File: config.mk
export PLATFORM = sky130hd
export DESIGN_NAME = lsd_rsp_build
export DESIGN_NICKNAME = d
export VERILOG_FILES = /design/src/sv/lsd_pkg.sv /design/src/sv/lsd_rsp_build.sv
export SDC_FILE = /design/constraint.sdc
export NUM_CORES = 1
export LEC_CHECK = 0
export ABC_CLOCK_PERIOD_IN_PS = 2530
export BUFFER_PORTS_ARGS = -buffer_cell sky130_fd_sc_hd__buf_2
export CAP_MARGIN = 40
export CORE_AREA = 2 2 63 65
export DETAILED_ROUTE_END_ITERATION = 7
export DIE_AREA = 0 0 65 67
export PLACE_DENSITY_LB_ADDON = 0.08
export SLEW_MARGIN = 20
export SYNTH_ARGS = -nofsm -noshare
export SYNTH_HDL_FRONTEND = slang
export SYNTH_SLANG_ARGS = --single-unit
File: constraint.sdc
create_clock -name vclk -period 2.53
set_input_delay 0.506 -clock vclk [all_inputs]
set_output_delay 0.506 -clock vclk [all_outputs]
set_load 0.03 [all_outputs]
File: src/sv/lsd_pkg.sv
// ----------------------------------------------------------------------------
// lsd_pkg
// Shared types and constants for the LIN slave diagnostic responder.
// ----------------------------------------------------------------------------
package lsd_pkg;

    localparam int unsigned CFG_IDX_W  = 3;
    localparam int unsigned CFG_DATA_W = 32;

    // configuration register indexes
    localparam logic [CFG_IDX_W-1:0] CFG_NODE_ADDRESS  = 3'd0;
    localparam logic [CFG_IDX_W-1:0] CFG_SUPPLIER_ID   = 3'd1;
    localparam logic [CFG_IDX_W-1:0] CFG_FUNCTION_ID   = 3'd2;
    localparam logic [CFG_IDX_W-1:0] CFG_VARIANT_ID    = 3'd3;
    localparam logic [CFG_IDX_W-1:0] CFG_SERIAL_NUMBER = 3'd4;

    localparam logic [7:0]  RST_NODE_ADDRESS  = 8'h01;
    localparam logic [31:0] RST_SERIAL_NUMBER = 32'h7856_3412;

    localparam logic [7:0]  NAD_WILDCARD      = 8'h7F;
    localparam logic [15:0] SUPPLIER_WILDCARD = 16'h7FFF;
    localparam logic [15:0] FUNCTION_WILDCARD = 16'hFFFF;
    localparam logic [7:0]  SLEEP_NAD         = 8'h00;
    localparam logic [7:0]  SID_READ_BY_ID    = 8'hB2;
    localparam logic [7:0]  RSID_OFFSET       = 8'h40;
    localparam logic [7:0]  NEG_SID           = 8'h7F;
    localparam logic [7:0]  NEG_PCI           = 8'h03;
    localparam logic [7:0]  NRC_NOT_SUPPORTED = 8'h11;
    localparam logic [7:0]  FILLER            = 8'hFF;
    localparam logic [7:0]  DID_PRODUCT       = 8'h00;
    localparam logic [7:0]  DID_SERIAL        = 8'h01;
    localparam logic [7:0]  PCI_PRODUCT       = 8'h06;
    localparam logic [7:0]  PCI_SERIAL        = 8'h05;

    localparam logic OP_REQUEST = 1'b0;
    localparam logic OP_SLOT    = 1'b1;

    typedef struct packed {
        logic [7:0]  node_address;
        logic [15:0] supplier_code;
        logic [15:0] function_code;
        logic [7:0]  variant_id;
        logic [31:0] serial_number;
    } t_cfg;

    typedef struct packed {
        logic       pending;
        logic [7:0] service;
        logic [7:0] data_id;
    } t_diag_state;

    typedef struct packed {
        logic            response_valid;
        logic            sleep_request;
        logic [7:0][7:0] frame;
    } t_rsp;

endpackage

File: src/sv/lsd_rsp_build.sv
// ----------------------------------------------------------------------------
// lsd_rsp_build
// Response frame builder for a slot or the request acknowledge result.
// ----------------------------------------------------------------------------
module lsd_rsp_build
    import lsd_pkg::*;
(
    input  logic        i_opcode,
    input  logic        i_is_sleep,
    input  t_cfg        i_cfg,
    input  t_diag_state i_state,
    output t_rsp        o_rsp
);

    logic is_rbi;

    always_comb begin
        is_rbi = (i_state.service == SID_READ_BY_ID);
        o_rsp  = '0;
        if (i_opcode == OP_REQUEST) begin
            o_rsp.sleep_request = i_is_sleep;
        end else if (i_state.pending) begin
            o_rsp.response_valid = 1'b1;
            o_rsp.frame[0] = i_cfg.node_address;
            if (is_rbi && (i_state.data_id == DID_PRODUCT)) begin
                o_rsp.frame[1] = PCI_PRODUCT;
                o_rsp.frame[2] = SID_READ_BY_ID | RSID_OFFSET;
                o_rsp.frame[3] = i_cfg.supplier_code[7:0];
                o_rsp.frame[4] = i_cfg.supplier_code[15:8];
                o_rsp.frame[5] = i_cfg.function_code[7:0];
                o_rsp.frame[6] = i_cfg.function_code[15:8];
                o_rsp.frame[7] = i_cfg.variant_id;
            end else if (is_rbi && (i_state.data_id == DID_SERIAL)) begin
                o_rsp.frame[1] = PCI_SERIAL;
                o_rsp.frame[2] = SID_READ_BY_ID | RSID_OFFSET;
                o_rsp.frame[3] = i_cfg.serial_number[7:0];
                o_rsp.frame[4] = i_cfg.serial_number[15:8];
                o_rsp.frame[5] = i_cfg.serial_number[23:16];
                o_rsp.frame[6] = i_cfg.serial_number[31:24];
                o_rsp.frame[7] = FILLER;
            end else begin
                // negative response: service not supported
                o_rsp.frame[1] = NEG_PCI;
                o_rsp.frame[2] = NEG_SID;
                o_rsp.frame[3] = i_state.service;
                o_rsp.frame[4] = NRC_NOT_SUPPORTED;
                o_rsp.frame[5] = FILLER;
                o_rsp.frame[6] = FILLER;
                o_rsp.frame[7] = FILLER;
            end
        end
    end

endmodule

==> metrics.cfg <==
[outcome]
status=complete, no violations

[layout]
multi_input_area_um2=798.3
clockBufferCount=0
fillCellCount=400
area_growth_pct=75.67
nets=380
seq_cell_count=0
diodes=0
ff_latch_area_um2=0
drive_gt1_share_pct=63.44
postLayoutCellArea_um2=1725

[power]
vdd_drop_max_mv=0.07104
power.leakage_uw=0.001119
power.density_nw_per_um2=180.2

[timing]
fin_tns_setup_ns=0
rsz0062_at_grt=no
min_period_ns=2.320
hold_violations=0
hold_slack_ns=1.371
timing.final.ws_setup_ns=0.2096
min_period_over_period_pct=91.72
setup_violations=0
drv_slew=0
fmax_mhz=431.0

[worst_setup_path]
critPathBufInv=2
crit_path_start_kind=input pin
cp_common_cell=buf_2
slowest_stage=nand4_2
cp-end-kind=primary output
worstPathCellList=buf_2 -> nor4_4 -> nand4_2 -> o31ai_1 -> buf_2
critPathMaxFanout=12
path_depth=5
critical_path_arrival_ns=1.81
crit_family=simple AND/OR/NAND/NOR gates
critPathRequiredTime_ns=2.02
critical_path_class=in2out
critical-path-max-stage-delay_ns=0.35

[floorplanning]
die_area_um2=4355
row_count=22
die_y_um=67
ios=165
core-area_um2=3606
chipWidth_um=65
start_util_pct=27.24

[clock_network]
post_cts_buffers=0
cts_resized=0
cts_hold_buf=0

[routing]
viasPerCell=4.575
drtIter0Drc=34
drc=0
wire_per_inst_um=11.64
vias=1496
firstDrtPassIters=2
drtAntennaViolNets=0
finalWirelength_mm=3.805

[synthesis]
yosysSeqAreaShare_pct=0
netlist-cell-type-count=23
syn_area_per_cell_um2=7.222
synth_warnings=0
netlist_top_cells_count=mux2i_1, a21oi_1, buf_4, nor2_1, nand2_1
synth_top_area_share_pct=32.61
synth_area_um2=982.2
synth_area_leaders=mux2i_1, a21oi_1, buf_4
synth_most_common_cell=mux2i_1
yosys.area.top_type=mux2i_1
netlist_instances=136

[global_routing]
antenna_found_initial=0
grt_pass1_wl_mm=5.616
grt_pass1_vias=1260
grt_max_degree=43
overflow=0
grt_use_total_pct=15.48

[hold_path]
hold_end=o_rsp[28]
hold_depth=4
min-delay-start=i_state[12]
min_path_type=in2out

[place]
dp_hpwl_mm=3.162
dp_slack_ns=0.1990
gp_congestion=0.7008
io_buffers=160
placed_area_um2=1725

[job]
cap_violations=0

[routing by layer]
metal	share of wire, %	GRT usage, %
met5	0	0
met4	0.50	0.7979
met3	11	2.027
met2	53	32.99
met1	36	16.50
[worst max-delay path by stage]
stage | from | to | slack [ns]
2_1_floorplan | i_state[10] | o_rsp[18] | 0.14
3_3_place_gp | i_state[3] | o_rsp[26] | 0.23
3_5_place_dp | i_state[3] | o_rsp[26] | 0.20
4_1_cts | i_state[3] | o_rsp[26] | 0.20
5_1_grt | i_state[3] | o_rsp[26] | 0.02
6_report | i_state[3] | o_rsp[26] | 0.21
[power by group]
part           internal [uW]  leakage, uW  switching [uW]
Combinational            126      0.00112             185
Sequential                 0            0               0
Clock                      0            0               0
Total                    126      0.00112             185
[stage by stage]
step	utilization, %	instances	total power (uW)
floorplan	-	140	196.3
finish	47.85	327	311.0
CTS	47.85	327	314.1
global route	47.85	327	335.1
global placement	47.85	327	312.2
detailed placement	47.85	327	313.3
[cell usage in the layout, fill, tap and decap left out, types with 2 or more instances in the layout]
cell / count
buf_12: 2
conb_1: 5
nor3_1: 7
buf_4: 3
buf_2: 160
and3_1: 8
o31ai_1: 2
o31ai_2: 2
mux2i_1: 32
a21oi_1: 24
nor2_1: 10
nand2_1: 9
a21oi_2: 7
[kinds of logic after synthesis]
family                 Yosys count  synth area share, %
AO/OA/AOI/OAI                   36                23.31
buffers and inverters           27                20.25
multiplexers                    32                32.61
other                            1               0.3818
AND/OR/NAND/NOR                 40                23.44
[worst min-delay path, stage by stage]
cell	delay, ns
buf_2	0.10
nand2_1	0.06
a21oi_2	0.03
buf_2	0.16
[area by class of cell]
class	instances	area share, %
Multi-Input combinational cell	113	46.27
Timing Repair Buffer	165	50.04
Inverter	1	0.2175
Tap cell	48	3.481
Power figures use the tool's default switching activity.
