===== src/sv/lsd_pkg.sv =====
// ----------------------------------------------------------------------------
// lsd_pkg
// Shared types and constants for the LIN slave diagnostic responder.
// ----------------------------------------------------------------------------
package lsd_pkg;

    localparam int unsigned CFG_IDX_W  = 3;
    localparam int unsigned CFG_DATA_W = 32;

    // configuration register indexes
    localparam logic [CFG_IDX_W-1:0] CFG_NODE_ADDRESS  = 3'd0;
    localparam logic [CFG_IDX_W-1:0] CFG_SUPPLIER_ID   = 3'd1;
    localparam logic [CFG_IDX_W-1:0] CFG_FUNCTION_ID   = 3'd2;
    localparam logic [CFG_IDX_W-1:0] CFG_VARIANT_ID    = 3'd3;
    localparam logic [CFG_IDX_W-1:0] CFG_SERIAL_NUMBER = 3'd4;

    localparam logic [7:0]  RST_NODE_ADDRESS  = 8'h01;
    localparam logic [31:0] RST_SERIAL_NUMBER = 32'h7856_3412;

    localparam logic [7:0]  NAD_WILDCARD      = 8'h7F;
    localparam logic [15:0] SUPPLIER_WILDCARD = 16'h7FFF;
    localparam logic [15:0] FUNCTION_WILDCARD = 16'hFFFF;
    localparam logic [7:0]  SLEEP_NAD         = 8'h00;
    localparam logic [7:0]  SID_READ_BY_ID    = 8'hB2;
    localparam logic [7:0]  RSID_OFFSET       = 8'h40;
    localparam logic [7:0]  NEG_SID           = 8'h7F;
    localparam logic [7:0]  NEG_PCI           = 8'h03;
    localparam logic [7:0]  NRC_NOT_SUPPORTED = 8'h11;
    localparam logic [7:0]  FILLER            = 8'hFF;
    localparam logic [7:0]  DID_PRODUCT       = 8'h00;
    localparam logic [7:0]  DID_SERIAL        = 8'h01;
    localparam logic [7:0]  PCI_PRODUCT       = 8'h06;
    localparam logic [7:0]  PCI_SERIAL        = 8'h05;

    localparam logic OP_REQUEST = 1'b0;
    localparam logic OP_SLOT    = 1'b1;

    typedef struct packed {
        logic [7:0]  node_address;
        logic [15:0] supplier_code;
        logic [15:0] function_code;
        logic [7:0]  variant_id;
        logic [31:0] serial_number;
    } t_cfg;

    typedef struct packed {
        logic       pending;
        logic [7:0] service;
        logic [7:0] data_id;
    } t_diag_state;

    typedef struct packed {
        logic            response_valid;
        logic            sleep_request;
        logic [7:0][7:0] frame;
    } t_rsp;

endpackage


===== src/sv/lsd_req_check.sv =====
// ----------------------------------------------------------------------------
// lsd_req_check
// Request frame filter: sleep detect, address and ID match, pending state.
// ----------------------------------------------------------------------------
module lsd_req_check
    import lsd_pkg::*;
(
    input  logic            i_clk,
    input  logic            i_rst_n,
    input  logic            i_accept,
    input  logic            i_opcode,
    input  logic [7:0][7:0] i_bytes,
    input  t_cfg            i_cfg,
    output logic            o_is_sleep,
    output t_diag_state     o_state
);

    t_diag_state r_state;
    t_diag_state n_state;
    logic        is_sleep;
    logic        tail_ff;
    logic [15:0] sup;
    logic [15:0] fun;
    logic        id_match;

    always_comb begin
        tail_ff = 1'b1;
        for (int i = 1; i < 8; i++) begin
            if (i_bytes[i] != FILLER) begin
                tail_ff = 1'b0;
            end
        end
        is_sleep = (i_bytes[0] == SLEEP_NAD) && tail_ff;

        sup = {i_bytes[5], i_bytes[4]};
        fun = {i_bytes[7], i_bytes[6]};
        id_match = ((i_bytes[0] == i_cfg.node_address) || (i_bytes[0] == NAD_WILDCARD))
                && ((sup == i_cfg.supplier_code) || (sup == SUPPLIER_WILDCARD))
                && ((fun == i_cfg.function_code) || (fun == FUNCTION_WILDCARD));

        n_state = r_state;
        if (i_accept && (i_opcode == OP_REQUEST) && !is_sleep) begin
            n_state.pending = id_match;
            if (id_match) begin
                n_state.service = i_bytes[2];
                n_state.data_id = i_bytes[3];
            end
        end
    end

    always_ff @(posedge i_clk) begin
        if (!i_rst_n) begin
            r_state <= '0;
        end else begin
            r_state <= n_state;
        end
    end

    assign o_is_sleep = is_sleep;
    assign o_state    = r_state;

endmodule


===== config.mk =====
export PLATFORM = sky130hd
export DESIGN_NAME = lsd_req_check
export DESIGN_NICKNAME = d
export VERILOG_FILES = /design/src/sv/lsd_pkg.sv /design/src/sv/lsd_req_check.sv
export SDC_FILE = /design/constraint.sdc
export NUM_CORES = 1
export LEC_CHECK = 0
export BUFFER_PORTS_ARGS = -buffer_cell sky130_fd_sc_hd__clkbuf_2
export CAP_MARGIN = 10
export CORE_MARGIN = 5
export CORE_UTILIZATION = 33
export CTS_BUF_LIST = sky130_fd_sc_hd__clkbuf_16
export DETAILED_ROUTE_END_ITERATION = 6
export PLACE_DENSITY = 0.8
export SLEW_MARGIN = 10
export SYNTH_ARGS = -nofsm -noshare
export SYNTH_HDL_FRONTEND = slang
export SYNTH_SLANG_ARGS = --single-unit

===== constraint.sdc =====
create_clock -name i_clk -period 2.5 [get_ports i_clk]
set_clock_uncertainty 0.15 [all_clocks]
set_input_delay 0.25 -clock i_clk [delete_from_list [all_inputs] [get_ports i_clk]]
set_output_delay 0.25 -clock i_clk [all_outputs]
set_load 0.05 [all_outputs]

==> out/summary.txt <==
Final Setup Violations: 0
Most common cell after layout, fill and taps aside: clkbuf_2
Die area: 5660 um^2
Max-cap violations: 0
Highest clock rate: 436 MHz
Htree depth: 1
Overall Power: 792 uW
#FFs+latches synth: 17
Layout cells sized above 1: 0.538
Total GRT Usage: 0.172
CP Capture Type: primary output
Worst reg2reg endpoint: o_state[12]
Antenna viol nets, final: 0
Io pins: 166
CTS sink count: 17
Gp weighted congestion: 0.775
Starting DRT DRC Count: 121
CTS tree: done
Reg-to-reg startpoint: o_state[12]
Root buffer cell: clkbuf_16
Min cycle time layout: 2.30 ns
Total grt overflow: 0
Resize count post-CTS: 0
Utilization after layout: 0.534
Critical Path Max Stage Delay: 0.55 ns
CP most frequent cell: clkbuf_2
Largest net degree at the start of global routing: 18
Fillers: 369
Max reg flops: 17
Area grow syn2layout: 54.2%
First-pass GRT wire length: 7580 um
Initial Utilization: 0.346
Critical Path Fanout Max: 3
Least-Margin Pin Slew: 0.598 ns
Vias per cell: 5.16
Pins over their slew limit: 0
Port-buffer cells: 125
Post-synthesis instance area: 1410 um^2
Sequential area share after synthesis: 0.242
DIE WIDTH: 75.3 um
Static leakage: 0.000902 uW
Hold depth: 3
Vias: 1,735
CTS max path bufs: 2
Status: finished clean
DP HPWL: 4190 um
Final Cycle Share: 0.918
Core area: 4060 um^2
Syn avg cell area: 8.73 um^2
Final #Nets: 435
Yosys cell types: 27
TritonCTS Buffers: 3
R2R depth: 2
Clock transition at path regs: 0.05 ns
Power per cell area: 366 nW/um^2
CP Launch Type: input port
Hold-fix buffers at CTS: 0
RSZ-0062 raised after global routing: no
Initial antenna violation count: 0
Setup CP Type: input port to primary output
Worst Hold Path EP: o_state[15]
Row count: 23
Worst reg2reg setup slack: 1.68 ns
DRC viols: 0
Syn Nets: 309
CP delay by family, top: simple AND/OR/NAND/NOR gates
Critical path required time: 2.10 ns
Most frequent cells in the layout: clkbuf_2, xnor2_1, nand4_1
Mapped Cells: 161
Clock Latency Late Sink: 0.24 ns
Slew headroom: 0.599
Hold path startpoint: i_bytes[23]
YS warnings: 0
Fin Setup TNS: 0 ns
CP cell instances: clkbuf_2, or4b_1, nor4_2, nand3_2, nor2_1, clkbuf_2
Worst IR Drop VDD: 0.198 mV
Setup bufs post-CTS: 0
Number of global-route vias before repair: 1,733
DR WL/cell: 14.4 um
Crit path arrival time: 1.90 ns
HP Class: input port to flop
Final Hold Fails: 0
Crit-path slowest cell: or4b_1
Worst Path Buf+Inv: 2
Antenna cells: 0
Initial DRT Pass Iterations: 4
Detailed Route WL: 4850 um
Die H: 75.3 um
## worst max path at each step
stage / from / cells after the start / end
floorplan: i_bytes[4] / 4 / o_is_sleep
detailed placement: i_bytes[4] / 8 / o_state[12]
global placement: i_bytes[4] / 8 / o_state[14]
finish: i_bytes[4] / 6 / o_is_sleep
CTS: i_bytes[4] / 6 / o_is_sleep
global route: i_bytes[4] / 6 / o_is_sleep
## cell usage after synthesis, drive strengths merged
cell	n	area [um^2]
a21oi	17	119
nor2	1	3.75
nand3	18	140
o221a	1	11.3
xnor2	40	350
buf	6	48.8
nor2b	2	12.5
or4bb	1	11.3
o21a	1	7.51
dfxtp	17	340
and3	1	6.26
or4b	1	10.0
clkbuf	1	3.75
nand2	4	15.0
o22ai	1	6.26
o221ai	1	8.76
nor4	6	50.0
nand4	20	125
o21ai	17	96.4
nand4b	4	35.0
clkinv	1	3.75
## metal layers
| metal | wire length (um) | part of all wire | global-route usage | up-vias |
|---|---|---|---|---|
| met5 | 0 | 0 | 0 | - |
| li1 | - | - | - | 858 |
| met2 | 2440 | 0.50 | 0.321 | 91 |
| met1 | 1850 | 0.38 | 0.205 | 780 |
| met3 | 495 | 0.10 | 0.0227 | 6 |
| met4 | 57 | 0.012 | 0.0427 | 0 |
## metrics by stage
step / instance area [um^2] / hold WS [ns] / std cells / worst slack [ns]
floorplan: 1410 / 0.231 / 161 / 0.184
detailed placement: 2090 / 0.299 / 332 / 0.143
CTS: 2170 / 0.0930 / 336 / 0.181
global route: 2170 / 0.106 / 336 / 0.0886
global placement: 2090 / 0.293 / 332 / 0.175
finish: 2170 / 0.0954 / 336 / 0.205
## cell families (layout without fill, tap and decap cells)
| family | after synthesis | after routing | synth area share |
|---|---|---|---|
| AOI/OAI and AO/OA | 38 | 38 | 0.177 |
| and+or+nand+nor | 58 | 58 | 0.291 |
| DFF | 17 | 17 | 0.242 |
| xor gates and xnor gates | 40 | 40 | 0.249 |
| buffers and inverters | 8 | 133 | 0.0401 |
## where the power goes
group          internal (uW)   switching, uW
logic                    118            92.5
clock network            212            98.1
registers                271  0.000000000844
total                    602             191
## tightest hold or removal path, delay by kind of cell
kind	cells	cell delay, ns
compound gates	1	0.04
buf+inv	1	0.10
simple gates	1	0.06
## layout make-up
class	instances	area (um^2)	area share
clock buffers	3	75.1	0.0346
clock inverters	1	3.75	0.00173
inverters	1	3.75	0.00173
multi-input cells	136	1010	0.465
well taps	50	62.6	0.0289
repair buffers	128	673	0.311
flip-flops and latches	17	340	0.157
(Power assumes the default switching activity.)
