<file path="src/sv/lsd_pkg.sv">
// ----------------------------------------------------------------------------
// lsd_pkg
// Shared types and constants for the LIN slave diagnostic responder.
// ----------------------------------------------------------------------------
package lsd_pkg;

    localparam int unsigned CFG_IDX_W  = 3;
    localparam int unsigned CFG_DATA_W = 32;

    // configuration register indexes
    localparam logic [CFG_IDX_W-1:0] CFG_NODE_ADDRESS  = 3'd0;
    localparam logic [CFG_IDX_W-1:0] CFG_SUPPLIER_ID   = 3'd1;
    localparam logic [CFG_IDX_W-1:0] CFG_FUNCTION_ID   = 3'd2;
    localparam logic [CFG_IDX_W-1:0] CFG_VARIANT_ID    = 3'd3;
    localparam logic [CFG_IDX_W-1:0] CFG_SERIAL_NUMBER = 3'd4;

    localparam logic [7:0]  RST_NODE_ADDRESS  = 8'h01;
    localparam logic [31:0] RST_SERIAL_NUMBER = 32'h7856_3412;

    localparam logic [7:0]  NAD_WILDCARD      = 8'h7F;
    localparam logic [15:0] SUPPLIER_WILDCARD = 16'h7FFF;
    localparam logic [15:0] FUNCTION_WILDCARD = 16'hFFFF;
    localparam logic [7:0]  SLEEP_NAD         = 8'h00;
    localparam logic [7:0]  SID_READ_BY_ID    = 8'hB2;
    localparam logic [7:0]  RSID_OFFSET       = 8'h40;
    localparam logic [7:0]  NEG_SID           = 8'h7F;
    localparam logic [7:0]  NEG_PCI           = 8'h03;
    localparam logic [7:0]  NRC_NOT_SUPPORTED = 8'h11;
    localparam logic [7:0]  FILLER            = 8'hFF;
    localparam logic [7:0]  DID_PRODUCT       = 8'h00;
    localparam logic [7:0]  DID_SERIAL        = 8'h01;
    localparam logic [7:0]  PCI_PRODUCT       = 8'h06;
    localparam logic [7:0]  PCI_SERIAL        = 8'h05;

    localparam logic OP_REQUEST = 1'b0;
    localparam logic OP_SLOT    = 1'b1;

    typedef struct packed {
        logic [7:0]  node_address;
        logic [15:0] supplier_code;
        logic [15:0] function_code;
        logic [7:0]  variant_id;
        logic [31:0] serial_number;
    } t_cfg;

    typedef struct packed {
        logic       pending;
        logic [7:0] service;
        logic [7:0] data_id;
    } t_diag_state;

    typedef struct packed {
        logic            response_valid;
        logic            sleep_request;
        logic [7:0][7:0] frame;
    } t_rsp;

endpackage

</file>
<file path="src/sv/lsd_cfg_regs.sv">
// ----------------------------------------------------------------------------
// lsd_cfg_regs
// Configuration register file; unknown indexes are dropped.
// ----------------------------------------------------------------------------
module lsd_cfg_regs
    import lsd_pkg::*;
(
    input  logic                  i_clk,
    input  logic                  i_rst_n,
    input  logic                  i_wr_en,
    input  logic [CFG_IDX_W-1:0]  i_wr_index,
    input  logic [CFG_DATA_W-1:0] i_wr_data,
    output t_cfg                  o_cfg
);

    t_cfg r_cfg;
    t_cfg n_cfg;

    always_comb begin
        n_cfg = r_cfg;
        if (i_wr_en) begin
            case (i_wr_index)
                CFG_NODE_ADDRESS:  n_cfg.node_address  = i_wr_data[7:0];
                CFG_SUPPLIER_ID:   n_cfg.supplier_code = i_wr_data[15:0];
                CFG_FUNCTION_ID:   n_cfg.function_code = i_wr_data[15:0];
                CFG_VARIANT_ID:    n_cfg.variant_id    = i_wr_data[7:0];
                CFG_SERIAL_NUMBER: n_cfg.serial_number = i_wr_data;
                default:           n_cfg = r_cfg;
            endcase
        end
    end

    always_ff @(posedge i_clk) begin
        if (!i_rst_n) begin
            r_cfg.node_address  <= RST_NODE_ADDRESS;
            r_cfg.supplier_code <= '0;
            r_cfg.function_code <= '0;
            r_cfg.variant_id    <= '0;
            r_cfg.serial_number <= RST_SERIAL_NUMBER;
        end else begin
            r_cfg <= n_cfg;
        end
    end

    assign o_cfg = r_cfg;

endmodule

</file>
<file path="config.mk">
export PLATFORM = sky130hd
export DESIGN_NAME = lsd_cfg_regs
export DESIGN_NICKNAME = d
export VERILOG_FILES = /design/src/sv/lsd_pkg.sv /design/src/sv/lsd_cfg_regs.sv
export SDC_FILE = /design/constraint.sdc
export NUM_CORES = 1
export LEC_CHECK = 0
export BUFFER_PORTS_ARGS = -buffer_cell sky130_fd_sc_hd__buf_2
export CORE_ASPECT_RATIO = 1.75
export CORE_MARGIN = 1.5
export CORE_UTILIZATION = 50
export CTS_BUF_LIST = sky130_fd_sc_hd__clkbuf_4 sky130_fd_sc_hd__clkbuf_8 sky130_fd_sc_hd__clkbuf_16
export CTS_CLUSTER_SIZE = 14
export DETAILED_ROUTE_END_ITERATION = 10
export GPL_TIMING_DRIVEN = 0
export PLACE_DENSITY = 0.81
export SLEW_MARGIN = 30
export SYNTH_ARGS = -nofsm -noshare
export SYNTH_HDL_FRONTEND = slang
export SYNTH_SLANG_ARGS = --single-unit
export TNS_END_PERCENT = 50
</file>
<file path="constraint.sdc">
create_clock -name i_clk -period 2.2 [get_ports i_clk]
set_input_delay 0 -clock i_clk [delete_from_list [all_inputs] [get_ports i_clk]]
set_output_delay 0 -clock i_clk [all_outputs]
set_load 0.005 [all_outputs]
</file>
==> results of run 1 <==
[cells in the mapped netlist]
cell | instances | area share
or4b_1 | 1 | 0.0032
nand4bb_1 | 1 | 0.0036
and4bb_1 | 1 | 0.0040
buf_1 | 3 | 0.0036
mux2i_1 | 80 | 0.26
dfxtp_1 | 80 | 0.52
nand4b_1 | 1 | 0.0028
buf_4 | 5 | 0.012
clkbuf_1 | 7 | 0.0085
nand2_1 | 90 | 0.11
and4bb_2 | 1 | 0.0040
buf_2 | 7 | 0.011
buf_6 | 1 | 0.0036
nor2b_1 | 28 | 0.057
[area by class of cell]
cell class	count	area (um^2)	area share
buffer	23	121.4	0.02868
clock buffer	10	131.4	0.03105
clock inverter	6	60.06	0.01419
multi-input combinational	203	1369	0.3235
sequential	80	1602	0.3785
tap	78	97.59	0.02306
timing repair buffer	143	850.8	0.2011
[layer usage]
metal	wire [um]	global-route usage	vias to the layer above
met2	4556	0.4916	87
li1	-	-	1311
met5	0	0	-
met4	183	0.1048	0
met1	3079	0.2453	1255
met3	372	0.05037	17
[where the power goes]
part / total (mW) / switching [mW] / leakage, nW / internal (mW)
sequential: 1.50 / 0.0165 / 0.648 / 1.48
clock: 1.05 / 0.517 / 0.0955 / 0.531
combinational: 0.260 / 0.130 / 1.30 / 0.131
[per-stage QoR]
step | cells | setup WS [ps]
final | 543 | 1369
after global routing | 543 | 1222
after CTS | 543 | 1357
after detailed placement | 500 | 1017
after global placement | 500 | 1031
after floorplan | 306 | 1289
[worst register-to-register path, stage by stage, from the launching register on]
cell,delay (ps)
dfxtp_1,320
nor2b_1,120
mux2i_1,90
[worst max path at each step]
stage | from | to | slack [ps] | cells past startpoint
5_1_grt | i_rst_n | o_cfg[59]$_SDFFE_PN0P_ | 1220 | 5
2_1_floorplan | i_wr_index[0] | o_cfg[74]$_SDFFE_PN0P_ | 1290 | 3
3_5_place_dp | i_rst_n | o_cfg[59]$_SDFFE_PN0P_ | 1020 | 5
6_report | o_cfg[70]$_SDFFE_PN0P_ | o_cfg[70] | 1370 | 1
3_3_place_gp | i_wr_index[2] | o_cfg[61]$_SDFFE_PN0P_ | 1030 | 5
4_1_cts | o_cfg[73]$_SDFFE_PN0P_ | o_cfg[73] | 1360 | 1
[kinds of logic after synthesis]
logic type | share of synthesized area
flip-flops | 0.5180
buffers and inverters | 0.03926
AND/OR/NAND/NOR | 0.1837
multiplexers | 0.2590
[cell usage in the layout (no fill, tap or decap), drive strengths merged]
cell         synthesis  layout
dfxtp               80      80
nand4b               1       1
clkbuf               7      17
nand2               90      90
mux2i               80      80
nand4bb              1       1
buf                 16     132
dlygate4sd3          0      27
clkinv               0       3
nor2b               28      28
and4bb               2       2
clkinvlp             0       2
or4b                 1       1
bufinv               0       1
[repair_timing]
| action | 4_1_cts | 5_1_grt |
|---|---|---|
| resized for setup | 0 | 0 |
| endpoints found under the hold margin | 43 | 0 |
| hold buffers | 27 | 0 |
| endpoints found under the setup margin | 0 | 0 |
==> results_dict.tcl, run 1 <==
set metrics [dict create \
    status "finished, final reports clean" \
    slew_violations 0 \
    grt_pass1_wl_um 12950 \
    skew_ps 0 \
    path_class "register to output port" \
    port_buffers 116 \
    holdPathStages 3 \
    antenna_found_initial 0 \
    postCtsSetupBuffers 0 \
    insertedDiodeCount 0 \
    fp.dieArea_um2 6683 \
    avgSynthCellArea_um2 10.10 \
    worst-r2r-setup-slack_ps 1560 \
    areaGrowthSynthToFinish_pct 36.87 \
    route.detailed.drc 0 \
    place.gp.congestion 0.7857 \
    fin_total_pwr_mw 2.803 \
    cts_sinks 80 \
    irDropWorstVdd_mv 0.5059 \
    clk_pin_slew_worst_paths_ps 80 \
    cp-start-kind "register" \
    fill_cells 484 \
    vias 2670 \
    cp_max_fo 2 \
    worst_pin_slew_ps 543.9 \
    nets 498 \
    period_minus_slack_ps 830.9 \
    clock_latency_ps 340 \
    holdWs_ps 36.18 \
    fin_tns_setup_ps 0 \
    clockBufferDepth 2 \
    crit_buf_inv 1 \
    grt_overflow 0 \
    r2r_start "o_cfg[22]$_SDFFE_PN1P_" \
    yosysSeqAreaShare 0.5180 \
    synth_nets 344 \
    syn_area_um2 3092 \
    htree_levels 3 \
    largest_reg_flops 80 \
    hold_end "o_cfg[46]$_SDFFE_PN0P_" \
    worstPathArrival_ps 830 \
    ys_warn_count 0 \
    num_rows 37 \
    pwr_density_cell_nw_per_um2 662.4 \
    avgViaCountPerCell 4.917 \
    finalSetupViolations 0 \
    placed_area_um2 3770 \
    finalHoldViolCount 0 \
    cp_slowest_cell "dfxtp_1" \
    cp-end-kind "output port" \
    die_x_um 62.44 \
    groute.usage.overall 0.2491 \
    start_util 0.5217 \
    path_delay_family "flip-flops" \
    grt_max_degree 14 \
    hp-class "input pin to register" \
    hold_start "i_wr_data[6]" \
    drt-initial-drc-count 71 \
    ios 118 \
    die_h_um 107.0 \
    worstPathCellList "buf_2" \
    maxSlewHeadroom 0.6374 \
    cp.required_ps 2200 \
    utilization 0.7141 \
    drive_gt1_frac 0.3140 \
    dr.pass1.iters 4 \
    leakage_nw 2.039 \
    stdcell_area_um2 4232 \
    syn_inst 306 \
    core_area_um2 5926 \
    rsz0062_at_grt "false" \
    hpwl_um 5670 \
    cts_buffers 9 \
    fmax_mhz 1204 \
    cpPeakStageDelay_ps 360 \
    ant_nets 0 \
    ys_types 14 \
    rr_worst_depth 2 \
    fin_crit_sh 0.3777 \
    routed_wl_um 8192 \
    synth-seq-cells 80 \
    max-cap-violations 0 \
    routedWlPerCell_um 15.09 \
    reg2reg_to "o_cfg[22]$_SDFFE_PN1P_" \
    cts_tree "built" \
    first_global_vias 2764 \
    root_buffer "clkbuf_8" \
]
(Power assumes the default switching activity.)
==> inputs of run 2 (changes only) <==
--- a/config.mk
+++ b/config.mk
@@ -5,15 +5,16 @@
 export SDC_FILE = /design/constraint.sdc
 export NUM_CORES = 1
 export LEC_CHECK = 0
+export ABC_AREA = 1
 export BUFFER_PORTS_ARGS = -buffer_cell sky130_fd_sc_hd__buf_2
 export CORE_ASPECT_RATIO = 1.75
 export CORE_MARGIN = 1.5
-export CORE_UTILIZATION = 50
+export CORE_UTILIZATION = 49
 export CTS_BUF_LIST = sky130_fd_sc_hd__clkbuf_4 sky130_fd_sc_hd__clkbuf_8 sky130_fd_sc_hd__clkbuf_16
 export CTS_CLUSTER_SIZE = 14
 export DETAILED_ROUTE_END_ITERATION = 10
 export GPL_TIMING_DRIVEN = 0
-export PLACE_DENSITY = 0.81
+export PLACE_DENSITY = 0.79
 export SLEW_MARGIN = 30
 export SYNTH_ARGS = -nofsm -noshare
 export SYNTH_HDL_FRONTEND = slang
==> constraint.sdc (replaced) <==
create_clock -name i_clk -period 0.8 [get_ports i_clk]
set_input_delay 0 -clock i_clk [delete_from_list [all_inputs] [get_ports i_clk]]
set_output_delay 0 -clock i_clk [all_outputs]
set_load 0.005 [all_outputs]
==> run 2 against run 1 <==
The run now ends with negative setup slack left. Critical path type unchanged. Via count rose by 31%. Register-to-register slack got worse by 1500 ps. Hold slack got worse by 20 ps.
==> results_dict.tcl, run 2 <==
set metrics [dict create \
    cts_buffers 9 \
    worstPathArrival_ps 820 \
    worst_pin_slew_ps 505.5 \
    ant_nets 0 \
    stdcell_count 691 \
    fill_cells 497 \
    pwr_density_cell_nw_per_um2 1732 \
    die_h_um 109.9 \
    dr.max_layer_used "met4" \
    synth_area_leaders "dfxtp_1 50%, nor2_1 16%, nand2_1 12%" \
    switching_share 0.2571 \
    fmax_mhz 1221 \
    clockBufferDepth 2 \
    avgViaCountPerCell 5.065 \
    ys.flop_type "dfxtp_1" \
    path_class "register to output port" \
    fp.dieArea_um2 7036 \
    slew_violations 0 \
    p_int_mw 5.931 \
    skew_ps 0 \
    period_minus_slack_ps 819.1 \
    syn_area_um2 3197 \
    start_util 0.5133 \
    pwr-share-clk 0.330 \
    antenna_found_initial 0 \
    grt_overflow 0 \
    max-cap-violations 0 \
    cp-start-kind "register" \
    vias 3500 \
    dr.pass1.iters 5 \
    wl_met1_um 3408 \
    areaGrowthSynthToFinish_pct 44.15 \
    cp-end-kind "output port" \
    path_delay_family "flip-flops" \
    met3WireLength_um 751 \
    first_global_vias 3273 \
    cpPeakStageDelay_ps 340 \
    netlist.area_leader.share 0.5010 \
    route.detailed.drc 0 \
    dp.cells 647 \
    cp_max_fo 2 \
    groute.usage.overall 0.2723 \
    rsz0062_at_grt "true" \
    power_frac_seq 0.530 \
    hpwl_um 6727 \
    synth-seq-cells 80 \
    port_buffers 116 \
    cp_slowest_cell "dfxtp_2" \
    num_rows 38 \
    cts_tree "built" \
    core_area_um2 6228 \
    grt_max_degree 12 \
    worstPathCellList "buf_2" \
    die_x_um 64.06 \
    routed_wl_um 10070 \
    drt-initial-drc-count 203 \
    yosysSeqAreaShare 0.5010 \
    fin_crit_sh 1.024 \
    root_buffer "clkbuf_8" \
    clk_pin_slew_worst_paths_ps 70 \
    largest_reg_flops 80 \
    utilization 0.7399 \
    ios 118 \
    switchingPower_mw 2.052 \
    combPwrFrac 0.140 \
    yosys.area.top_type "dfxtp_1" \
    status "finished with violations" \
    final_common_cell "nor2_1" \
    ys_warn_count 0 \
    irDropWorstVdd_mv 1.824 \
    grt_pass1_wl_um 14740 \
    yosys-top-cells-count "133 x nor2_1, 102 x nand2_1, 80 x dfxtp_1" \
    hp-class "input pin to register" \
    ys_async_sr_fraction 0 \
    synth_edf_count 0 \
    setup_ws_ps -19.11 \
    leakage_nw 2.269 \
    place.gp.congestion 0.8874 \
    finalSetupViolations 20 \
    cp.required_ps 800 \
    dr_wl_met2_um 5317 \
    fin_tns_setup_ps -132.4 \
    nets 645 \
    place_ws_ps -300.0 \
    htree_levels 3 \
    clock_latency_ps 360 \
    drive_gt1_frac 0.3984 \
    holdWs_ps 16.16 \
    maxSlewHeadroom 0.6630 \
    crit_buf_inv 1 \
    synth_nets 489 \
    avgSynthCellArea_um2 7.088 \
    cts_sinks 80 \
    violations "negative setup slack" \
    final_cell_mix "133 x nor2_1, 102 x nand2_1, 93 x buf_2, 77 x dfxtp_2, 72 x nand3_1" \
    ys_types 14 \
    syn_inst 451 \
    yosysMostFrequentCell "nor2_1" \
    finalHoldViolCount 0 \
    routedWlPerCell_um 14.57 \
]
-- run 2: cell count changes in the layout (fill, tap and decap cells not counted), moves of 72 or more --
cell and delta:
nor2_1 +133, mux2i_1 -80, dfxtp_1 -77, dfxtp_2 +77, nand3_1 +72
-- run 2: logic make-up after synthesis --
logic type             after synthesis  share of synthesized area
and+or+nand+nor                    323                     0.4309
buffers and inverters               48                    0.06810
DFF                                 80                     0.5010
-- run 2: power groups by stage --
| stage | registers [mW] | clock network, mW | logic [mW] |
|---|---|---|---|
| CTS | 4.21 | 2.64 | 1.02 |
| global placement | 4.28 | 0 | 0.898 |
| global route | 4.24 | 2.80 | 1.22 |
| finish | 4.23 | 2.64 | 1.12 |
| detailed placement | 4.28 | 0 | 0.913 |
| floorplan | 4.29 | 0 | 0.512 |
-- run 2: metal layers --
metal,GRT usage,vias up
met2,0.4732,183
met3,0.05220,45
met4,0.2220,0
met5,0,-
li1,-,1710
met1,0.2802,1562
-- run 2: stage by stage --
step | instance area [um^2] | power (mW)
after floorplan | 3197 | 4.805
after global placement | 3877 | 5.175
after detailed placement | 3877 | 5.194
after CTS | 4389 | 7.863
after global routing | 4606 | 8.263
final | 4608 | 7.983
-- run 2: final cells by class --
class / instances / area, um^2 / area share
Buffer: 26 / 141.4 / 0.03068
Timing Repair Buffer: 145 / 1041 / 0.2259
Clock inverter: 1 / 5.005 / 0.001086
Inverter: 22 / 82.58 / 0.01792
Multi-Input combinational cell: 323 / 1378 / 0.2989
Clock buffer: 13 / 160.2 / 0.03475
Sequential cell: 80 / 1698 / 0.3684
Tap cell: 80 / 100.1 / 0.02172
Antenna cell: 1 / 2.502 / 0.0005430
-- run 2: what timing repair did --
item,in CTS,in global routing
resized for setup,63,50
hold buffers,22,0
setup endpoints to repair,58,103
buffers inserted,3,4
pin swaps,0,1
hold endpoints to repair,22,0
-- run 2: final timing paths --
kind	from	to	slack (ps)	depth (start not counted)
min	i_wr_data[14]	o_cfg[70]$_SDFFE_PN0P_	20	5
max reg2reg	o_cfg[75]$_SDFFE_PN0P_	o_cfg[75]$_SDFFE_PN0P_	90	3
min reg2reg	o_cfg[46]$_SDFFE_PN0P_	o_cfg[46]$_SDFFE_PN0P_	470	2
max	o_cfg[37]$_SDFFE_PN0P_	o_cfg[37]	-20	1
